[src/rtl/tmm_pkg.sv]
package tmm_pkg;

  // Default sizing
  localparam int unsigned DepthDef      = 16;
  localparam int unsigned HandleBitsDef = 16;

  // Fixed field widths
  localparam int unsigned TypeW   = 32;
  localparam int unsigned HandleW = 16;
  localparam int unsigned FillW   = 5;

  // Operation codes
  localparam logic [1:0] KIND_PUSH = 2'd0;
  localparam logic [1:0] KIND_POP  = 2'd1;
  localparam logic [1:0] KIND_TAKE = 2'd2;

  // Status codes
  localparam logic [1:0] ST_DONE = 2'd0;
  localparam logic [1:0] ST_NONE = 2'd1;
  localparam logic [1:0] ST_FULL = 2'd2;

  typedef struct packed {
    logic [1:0]                kind;
    logic signed [TypeW-1:0]   msg_type;
    logic [HandleW-1:0]        msg_handle;
  } tmm_in_t;

  typedef struct packed {
    logic [1:0]                status;
    logic signed [TypeW-1:0]   out_type;
    logic [HandleW-1:0]        out_handle;
    logic [FillW-1:0]          fill;
  } tmm_out_t;

endpackage

[src/rtl/typed_message_mailbox.sv]
// Ordered mailbox of typed messages, up to DEPTH entries in arrival order.
// Input channel (in_valid_i / in_stall_o / in_data_i) carries one operation
// per item: push a type and handle at the tail, pop the oldest entry, or take
// the oldest entry whose type matches exactly. Output channel (out_valid_o /
// out_stall_i / out_data_o) returns one result per item: status, the removed
// type and handle (zero if nothing was removed) and the fill count after.
// Entries sit in one RAM used as a ring; a take scans from the oldest entry
// with a single type comparator, one entry per cycle, and closes the gap by
// copying the later entries down one slot, one per cycle through the same
// RAM port pair.
// The block takes one item at a time; in_stall_o is high until the result is
// loaded into the output register. A new item may be accepted while that
// result still waits. If the receiver stalls, the result holds in the output
// register and a following finished result waits inside the block until it is
// taken. Reset empties the mailbox at once; the RAM contents are not cleared.
module typed_message_mailbox
  import tmm_pkg::*;
#(
  parameter int unsigned DEPTH       = DepthDef,
  parameter int unsigned HANDLE_BITS = HandleBitsDef
) (
  input  logic     clk_i,
  input  logic     rst_ni,
  input  logic     in_valid_i,
  output logic     in_stall_o,
  input  tmm_in_t  in_data_i,
  output logic     out_valid_o,
  input  logic     out_stall_i,
  output tmm_out_t out_data_o
);

  localparam int unsigned AW = (DEPTH > 1) ? $clog2(DEPTH) : 1;
  localparam int unsigned CW = $clog2(DEPTH + 1);
  localparam int unsigned WW = TypeW + HANDLE_BITS;

  typedef enum logic [2:0] {
    S_IDLE,
    S_EXEC,
    S_SCAN,
    S_SHIFT,
    S_FINISH
  } state_e;

  state_e                   state_q;
  logic [1:0]               kind_q;
  logic signed [TypeW-1:0]  key_q;
  logic [HandleW-1:0]       hdl_q;
  logic [AW-1:0]            head_q;
  logic [CW-1:0]            count_q;
  logic [CW-1:0]            idx_q;
  logic [1:0]               status_q;
  logic signed [TypeW-1:0]  res_type_q;
  logic [HandleW-1:0]       res_hdl_q;
  logic                     out_valid_q;
  tmm_out_t                 out_q;

  logic                     ram_we;
  logic [AW-1:0]            ram_waddr;
  logic [WW-1:0]            ram_wdata;
  logic [AW-1:0]            ram_raddr;
  logic [WW-1:0]            ram_rdata;
  logic [CW:0]              rd_off;
  logic signed [TypeW-1:0]  rd_type;
  logic [HANDLE_BITS-1:0]   rd_hdl;
  logic                     hit;
  logic [AW-1:0]            head_inc;
  logic                     load_out;

  // Map a position relative to the oldest entry onto a ring slot
  function automatic logic [AW-1:0] slot_of(input logic [AW-1:0] base,
                                            input logic [CW:0]   off);
    logic [CW:0] sum;
    sum = (CW+1)'(base) + off;
    if (sum >= (CW+1)'(DEPTH)) begin
      sum = sum - (CW+1)'(DEPTH);
    end
    return AW'(sum);
  endfunction

  // Prefetch the next entry to compare or to copy down
  always_comb begin
    unique case (state_q)
      S_SCAN:  rd_off = (CW+1)'(idx_q) + (CW+1)'(1);
      S_SHIFT: rd_off = (CW+1)'(idx_q) + (CW+1)'(2);
      default: rd_off = '0;
    endcase
  end

  assign ram_raddr = slot_of(head_q, rd_off);

  // Write on push, or copy an entry down one slot while closing a gap
  assign ram_we    = (state_q == S_SHIFT) ||
                     ((state_q == S_EXEC) && (kind_q == KIND_PUSH) &&
                      (count_q != CW'(DEPTH)));
  assign ram_waddr = slot_of(head_q, (CW+1)'((state_q == S_SHIFT) ? idx_q : count_q));
  assign ram_wdata = (state_q == S_SHIFT) ? ram_rdata : {key_q, HANDLE_BITS'(hdl_q)};

  tmm_ram #(
    .WIDTH(WW),
    .DEPTH(DEPTH)
  ) u_ram (
    .clk_i  (clk_i),
    .we_i   (ram_we),
    .waddr_i(ram_waddr),
    .wdata_i(ram_wdata),
    .raddr_i(ram_raddr),
    .rdata_o(ram_rdata)
  );

  // Shared comparator: pop matches the oldest entry outright
  assign rd_type  = ram_rdata[WW-1 -: TypeW];
  assign rd_hdl   = ram_rdata[HANDLE_BITS-1:0];
  assign hit      = (kind_q == KIND_POP) || (rd_type == key_q);
  assign head_inc = (head_q == AW'(DEPTH - 1)) ? '0 : head_q + AW'(1);

  // Load the result once the output register is free or being taken
  assign load_out = (state_q == S_FINISH) && (!out_valid_q || !out_stall_i);

  // Sequencer and result register
  always_ff @(posedge clk_i or negedge rst_ni) begin
    if (!rst_ni) begin
      state_q     <= S_IDLE;
      kind_q      <= '0;
      key_q       <= '0;
      hdl_q       <= '0;
      head_q      <= '0;
      count_q     <= '0;
      idx_q       <= '0;
      status_q    <= ST_NONE;
      res_type_q  <= '0;
      res_hdl_q   <= '0;
      out_valid_q <= 1'b0;
      out_q       <= '0;
    end else begin
      // Raise valid on a new result, drop it once the receiver takes it
      if (load_out) begin
        out_valid_q <= 1'b1;
      end else if (out_valid_q && !out_stall_i) begin
        out_valid_q <= 1'b0;
      end
      unique case (state_q)
        S_IDLE: begin
          if (in_valid_i) begin
            kind_q  <= in_data_i.kind;
            key_q   <= in_data_i.msg_type;
            hdl_q   <= in_data_i.msg_handle;
            state_q <= S_EXEC;
          end
        end
        S_EXEC: begin
          res_type_q <= '0;
          res_hdl_q  <= '0;
          idx_q      <= '0;
          unique case (kind_q) inside
            KIND_PUSH: begin
              if (count_q == CW'(DEPTH)) begin
                status_q <= ST_FULL;
              end else begin
                status_q <= ST_DONE;
                count_q  <= count_q + CW'(1);
              end
              state_q <= S_FINISH;
            end
            KIND_POP, KIND_TAKE: begin
              status_q <= ST_NONE;
              state_q  <= (count_q == '0) ? S_FINISH : S_SCAN;
            end
            default: begin
              status_q <= ST_NONE;
              state_q  <= S_FINISH;
            end
          endcase
        end
        S_SCAN: begin
          if (hit) begin
            res_type_q <= rd_type;
            res_hdl_q  <= HandleW'(rd_hdl);
            status_q   <= ST_DONE;
            if (idx_q == '0) begin
              head_q  <= head_inc;
              count_q <= count_q - CW'(1);
              state_q <= S_FINISH;
            end else if (idx_q + CW'(1) == count_q) begin
              count_q <= count_q - CW'(1);
              state_q <= S_FINISH;
            end else begin
              state_q <= S_SHIFT;
            end
          end else if (idx_q + CW'(1) == count_q) begin
            state_q <= S_FINISH;
          end else begin
            idx_q <= idx_q + CW'(1);
          end
        end
        S_SHIFT: begin
          if (idx_q + CW'(2) == count_q) begin
            count_q <= count_q - CW'(1);
            state_q <= S_FINISH;
          end else begin
            idx_q <= idx_q + CW'(1);
          end
        end
        S_FINISH: begin
          if (load_out) begin
            out_q.status        <= status_q;
            out_q.out_type      <= res_type_q;
            out_q.out_handle    <= res_hdl_q;
            out_q.fill          <= FillW'(count_q);
            state_q             <= S_IDLE;
          end
        end
        default: begin
          state_q <= S_IDLE;
        end
      endcase
    end
  end

  assign in_stall_o  = (state_q != S_IDLE);
  assign out_valid_o = out_valid_q;
  assign out_data_o  = out_q;

  // The fill count never passes the capacity
  a_count_bound: assert property (@(posedge clk_i) disable iff (!rst_ni)
    count_q <= CW'(DEPTH))
    else $error("fill count above capacity");

  // The fill count moves by at most one per item
  a_count_step: assert property (@(posedge clk_i) disable iff (!rst_ni)
    (count_q == $past(count_q)) || (count_q == $past(count_q) + CW'(1)) ||
    (count_q == $past(count_q) - CW'(1)))
    else $error("fill count jumped");

  // A new result is loaded only from the finishing step
  a_load_finish: assert property (@(posedge clk_i) disable iff (!rst_ni)
    (state_q == S_FINISH) && (!out_valid_q || !out_stall_i) |=>
    out_valid_q && (state_q == S_IDLE))
    else $error("result not loaded on finish");

  // A rejected push reports a full mailbox
  a_full_status: assert property (@(posedge clk_i) disable iff (!rst_ni)
    out_valid_q && (out_q.status == ST_FULL) |-> (out_q.fill == FillW'(DEPTH)))
    else $error("full status with room left");

  // Nothing removed means zero type and handle
  a_zero_fields: assert property (@(posedge clk_i) disable iff (!rst_ni)
    out_valid_q && (out_q.status != ST_DONE) |->
    (out_q.out_type == '0) && (out_q.out_handle == '0))
    else $error("removed fields set without removal");

endmodule

[src/rtl/tmm_ram.sv]
module tmm_ram #(
  parameter int unsigned WIDTH = 48,
  parameter int unsigned DEPTH = 16,
  localparam int unsigned AW   = (DEPTH > 1) ? $clog2(DEPTH) : 1
) (
  input  logic             clk_i,
  input  logic             we_i,
  input  logic [AW-1:0]    waddr_i,
  input  logic [WIDTH-1:0] wdata_i,
  input  logic [AW-1:0]    raddr_i,
  output logic [WIDTH-1:0] rdata_o
);

  logic [WIDTH-1:0] mem_q [DEPTH];
  logic [WIDTH-1:0] rdata_q;

  // Write one word, read one word with a registered output
  always_ff @(posedge clk_i) begin
    if (we_i) begin
      mem_q[waddr_i] <= wdata_i;
    end
    rdata_q <= mem_q[raddr_i];
  end

  assign rdata_o = rdata_q;

endmodule
[config.mk]
export PLATFORM = sky130hd
export DESIGN_NAME = typed_message_mailbox
export DESIGN_NICKNAME = d
export VERILOG_FILES = /design/src/rtl/tmm_pkg.sv /design/src/rtl/typed_message_mailbox.sv /design/src/rtl/tmm_ram.sv
export SDC_FILE = /design/constraint.sdc
export NUM_CORES = 1
export LEC_CHECK = 0
export BUFFER_PORTS_ARGS = -buffer_cell sky130_fd_sc_hd__buf_2
export CORE_ASPECT_RATIO = 1.5
export CORE_MARGIN = 10
export CORE_UTILIZATION = 24
export CTS_CLUSTER_DIAMETER = 200
export DETAILED_ROUTE_END_ITERATION = 10
export PLACE_DENSITY = 0.4
export SLEW_MARGIN = 40
export SYNTH_ARGS = -nofsm -noshare
export SYNTH_HDL_FRONTEND = slang
export SYNTH_SLANG_ARGS = --single-unit
[constraint.sdc]
create_clock -name clk_i -period 12.7 [get_ports clk_i]
set_input_delay 1.905 -clock clk_i [delete_from_list [all_inputs] [get_ports clk_i]]
set_output_delay 1.905 -clock clk_i [all_outputs]
set_load 0.05 [all_outputs]
Word-level counts from Yosys, hierarchy flattened
Memory sizes are Yosys's and may differ from the RTL's. A register that Yosys moved wholly into a read port is not among the register bits.
Index checks and enable logic that the tools add are counted.
- output and inout port bits: 57
- logic and storage cells: 116
- bits of input ports: 54
- RAM bits: 768
- memories kept: 1
- register bits after elaboration: 173
- eq/ne operators: 23
- magnitude comparators: 2
- multiplexer cells: 39
- $add $sub $neg: 11
- reduce and logical (&&, ||, !) cells: 25
- memory list (memory ; words ; width ; rd ports ; clocked after memory_dff ; write ports ; line ; RTL):
    u_ram.mem_q ; 16 ; 48 ; 1 ; 1 ; 1 ; tmm_ram.sv:14 ; logic [WIDTH-1:0] mem_q [DEPTH];
- operators with widths (operator ; count):
    $pmux W32 S2 ; 1
    $mux W5 ; 10
    $mux W48 ; 1
    $eq A32 B32 Y1 ; 1
    $mux W32 ; 1
    $pmux W16 S2 ; 1
    $pmux W5 S3 ; 2
    $mux W3 ; 9
    $mux W16 ; 1
    $pmux W3 S5 ; 1
    $ne A2 B2 Y1 const B ; 7
    $ge A6 B5 Y1 const B ; 2
    $mux W4 ; 3
    $pmux W6 S2 ; 1
    $add A5 B1 Y5 const B ; 2
    $eq A5 B5 Y1 ; 2
    $logic_not A5 Y1 ; 2
    $reduce_and A4 Y1 ; 2
    $sub A4 B1 Y4 const B ; 2
    $add A4 B5 Y6 ; 1
    $add A4 B6 Y6 ; 1
    $add A5 B1 Y6 const B ; 1
    $add A5 B2 Y6 const B ; 1
    $eq A3 B2 Y1 const B ; 2
    other kinds (26) ; 43

Depth between registers and ports, before layout
- depth in word-level cells: 6
- mapped depth: 13
- depth with buffers taken out: 11

By module
From an unflattened synthesis, not the netlist that was laid out.
- cell total of the unflattened synthesis: 2020
- area, all modules: 38180.4 µm²
- modules (own cells, without submodules) (module ; cells an instance ; sequential area each (µm²) ; times used ; area an instance (µm²)):
    tmm_ram ; 1242 ; 24023.0 ; 1 ; 29691.0
    typed_message_mailbox ; 778 ; 4330.4 ; 1 ; 8489.4

Least setup slack after synthesis
Ideal clock, no wire load.
- kind: register to register
- start point: register state_q[0]
- end point: memory u_ram.mem_q[2][0], enable pin
- setup time: 0.454 ns
- period minus slack after synthesis: 5.204 ns
- data required time: 12.246 ns
- arrival time: 4.750 ns
- slack: 7.496 ns
- stages on the path, launching flop included: 12
- buffers on the path: 2
- cell sequence: dfrtp_1 nor2b_1 nand2_1 clkbuf_1 clkbuf_1 nand2_1 o21ai_0 ha_1 inv_1 fa_1 or4_1 nor2_1
- longest elaborated chain between the ends: 6
- elaborated cells between the ends (all ways): 12
- classes of those cells: add/sub: 2; order compare: 1; eq/ne: 2; mux: 4; reduce/logical: 3
- RTL lines (item ; line ; RTL):
    from (decl) ; typed_message_mailbox.sv:44 ; state_e state_q;
    from (signal assigned) ; typed_message_mailbox.sv:166 ; state_q <= (count_q == '0) ? S_FINISH : S_SCAN;
    branches (longest 6 deep; another with $add A4 B5 Y6) ; n/a ;
    to (decl) ; tmm_ram.sv:14 ;
Several ways; the timed one is not identified.

Worst setup path in the final report
- start point: register state_q[2]
- end point: memory u_ram.mem_q[6][9], enable pin
The elaborated chain is that of the path after synthesis.

==> flow_summary.ini <==
[floorplanning]
fp-row-count = 179
pin_count = 111
coreArea_sq_um = 159000
die_area_sq_um = 176000
die_y_microns = 509
start_util_pct = 24.1
chipWidth_microns = 346

[timing]
fmax_mhz = 176
setup_tns_ns = 0
timing.final.crit_share_pct = 44.7
setup-violations-final = 0
rsz0062_at_grt = no
tightestPinTransition_ns = 0.831
hold_viol = 0
period_needed_ns = 5.68
maxSlewHeadroom_pct = 44.2
drv_slew = 0
fin_skew_ns = 0.0282

[synth]
syn_avg_cell_area_sq_um = 20.6
yosysTopAreaCell = edfxtp_1
synthCells = 1853
synth_cell_types = 51
ys.flop_type = edfxtp_1
ys_seq_elements = 989
yosysTopAreaCellShare_pct = 60.3
ys_async_sr_fraction_pct = 17.5
yosysSeqAreaShare_pct = 74.1
syn_area_sq_um = 38200
yosys_warnings = 0
netlist_top_cells_area = edfxtp_1, mux4_2, dfrtp_1
synth-edff-count = 768
synth_nets = 1925

[clock_tree]
cts_sinks = 989
clk_path_buf_depth = 3
cts_root_buf = clkbuf_16
ctsResizeCount = 0
clkSlewWorstSetupHoldPaths_ns = 0.06
ctsHoldBuffers = 0
h-tree-depth = 3
cts_setup_buffers = 0
cts_made_buffers = 104
tritoncts = done
worstSkewPairLatency_ns = 0.72

[power_and_ir_drop]
power_leakage_nw = 15.1
switching_share_pct = 32.3
pwr-share-clk_pct = 27.6
sequentialPowerShare_pct = 41.2
p_switching_w = 0.00361
power_density_nw_per_um2 = 248
intPower_w = 0.00757
ir_worst_vdd_mv = 0.139
pwr-share-comb_pct = 31.2

[critical_path]
worst_path_most_repeated_cell = buf_4
endpoint = u_ram.mem_q[6][9]
crit_family = simple AND/OR/NAND/NOR gates
reg2reg_setup_slack_ns = 7.02
cp.buffers_inverters = 2
critPathMaxFanout = 31
required_ns = 13.03
r2r_cells = 11
crit_path_end_kind = flop
startpoint_type = flop
worst_path_largest_cell_delay_ns = 0.75
crit_type = reg2reg
reg2reg_to = u_ram.mem_q[6][9]
arrival_ns = 6.00
cp.depth = 11
crit_chain = nor2b_1, nand2_4, buf_4, mux2_2, ha_1, a21oi_1, xnor2_1, xor2_1, nand2_1, nor2_4, buf_4
setup.worst_path.start = state_q[2]
cp_slowest_cell = dfrtp_1
rr_startpoint = state_q[2]

[global_routing]
grt-ovfl-total = 0
grt_max_degree = 83
first_global_vias = 20000
grt_pass1_wl_microns = 152000
antenna_found_initial = 5
track_usage_pct = 11.8

[drt]
vias = 18400
drtAntennaViolNets = 0
drt_iter0_drc = 1428
routed_wl_microns = 105000
routedWlPerCell_microns = 25.0
route.detailed.drc = 0
first_pass_iters = 4
avgViaCountPerCell = 4.39

[cells_and_area]
final_cell_mix = edfxtp_1, mux4_2, dfrtp_1, mux2_2, buf_2
layout-drive-gt1-share_pct = 35.8
area_delta_synth_final_pct = 18.1
mostFrequentLayoutCell = edfxtp_1
nNetsFinal = 2087
finalCoreUtilization_pct = 28.5

[placement]
dp_hpwl_microns = 60700
io_buffers = 110
gp_congestion = 0.711

[worst_hold_path]
hold_class = reg2reg

[run]
cap_violations = 0

[outcome]
outcome = finished clean
==> stage by stage <==
stage | area [sq um] | total power [W] | std cells | hold slack (ns) | setup WS [ns]
CTS | 45100 | 0.0114 | 4187 | 0.477 | 6.89
global placement | 41500 | 0.00819 | 3982 | 0.468 | 6.86
global route | 45200 | 0.0117 | 4189 | 0.505 | 6.66
floorplan | 38200 | 0.00698 | 1853 | 0.429 | 7.50
detailed placement | 41700 | 0.00828 | 3989 | 0.472 | 6.88
finish | 45200 | 0.0112 | 4189 | 0.473 | 7.02
==> final cells by class <==
cell class	instances	area, sq um
fillers	15700	113000
multi-input cells	755	9650
clock inverters	59	576
clock buffers	139	2870
repair buffers	155	1060
inverters	10	37.5
diodes	1	2.50
flip-flops and latches	989	28400
well taps	2081	2600
==> routing by layer <==
| metal | track usage [%] | routed length, microns |
|---|---|---|
| met1 | 15.6 | 46900 |
| met2 | 19.9 | 51700 |
| met3 | 1.86 | 4070 |
| met4 | 3.50 | 2160 |
| met5 | 0 | 0 |
==> power by group through the flow <==
stage	clock network, W	logic [W]	registers (W)
after CTS	0.00318	0.00361	0.00462
after global routing	0.00330	0.00379	0.00465
after floorplan	0	0.00239	0.00459
after detailed placement	0	0.00359	0.00468
after global placement	0	0.00351	0.00468
final	0.00308	0.00349	0.00461
==> synthesized netlist by cell type (14+ instances only) <==
cell type and count:
edfxtp_1 768, mux4_2 240, dfrtp_1 172, mux2_2 153, nand2_1 65, clkbuf_1 61, o21ai_0 52, dfxtp_1 48
nand3_1 47, xnor2_1 47, nor2_1 28, buf_2 24, ha_1 15, buf_1 14
==> worst min-delay path by stage <==
stage,start,end,slack (ns),depth (start not counted)
after global routing,u_ram.rdata_o[5],res_hdl_q[5],0.50,2
final,u_ram.rdata_o[5],res_hdl_q[5],0.47,2
after global placement,u_ram.rdata_o[5],res_hdl_q[5],0.47,2
after floorplan,u_ram.rdata_o[14],res_hdl_q[14],0.43,2
after detailed placement,u_ram.rdata_o[1],res_hdl_q[1],0.47,2
after CTS,u_ram.rdata_o[5],res_hdl_q[5],0.48,2
==> worst reg2reg max path, cell delays in order (launching register included) <==
cell and delay (ns):
dfrtp_1 0.75, nor2b_1 0.24, nand2_4 0.49, buf_4 0.63, mux2_2 0.44, ha_1 0.36, a21oi_1 0.12, xnor2_1 0.30
xor2_1 0.27, nand2_1 0.32, nor2_4 0.63, buf_4 0.70
==> sequential cells by signal (all words and copies together) (netlist names) <==
register       cells
head_q             4
out_data_o        55
key_q             32
count_q            5
state_q            3
res_hdl_q         16
kind_q             2
status_q           2
u_ram.mem_q      768
res_type_q        32
idx_q              5
u_ram.rdata_o     48
out_valid_o        1
hdl_q             16
==> cell families (layout without fill, tap and decap cells) <==
| family | count (synthesis) | count (layout) | share of synthesized area (%) |
|---|---|---|---|
| compound gates | 98 | 98 | 1.58 |
| xor+xnor | 58 | 58 | 1.35 |
| buf+inv | 109 | 363 | 1.15 |
| other cells | 0 | 1 | 0 |
| flops | 989 | 989 | 74.1 |
| fa+ha+maj | 18 | 18 | 0.648 |
| mux | 397 | 397 | 18.8 |
| simple gates | 184 | 184 | 2.38 |
No activity file was read; power rests on OpenSTA's default activity.
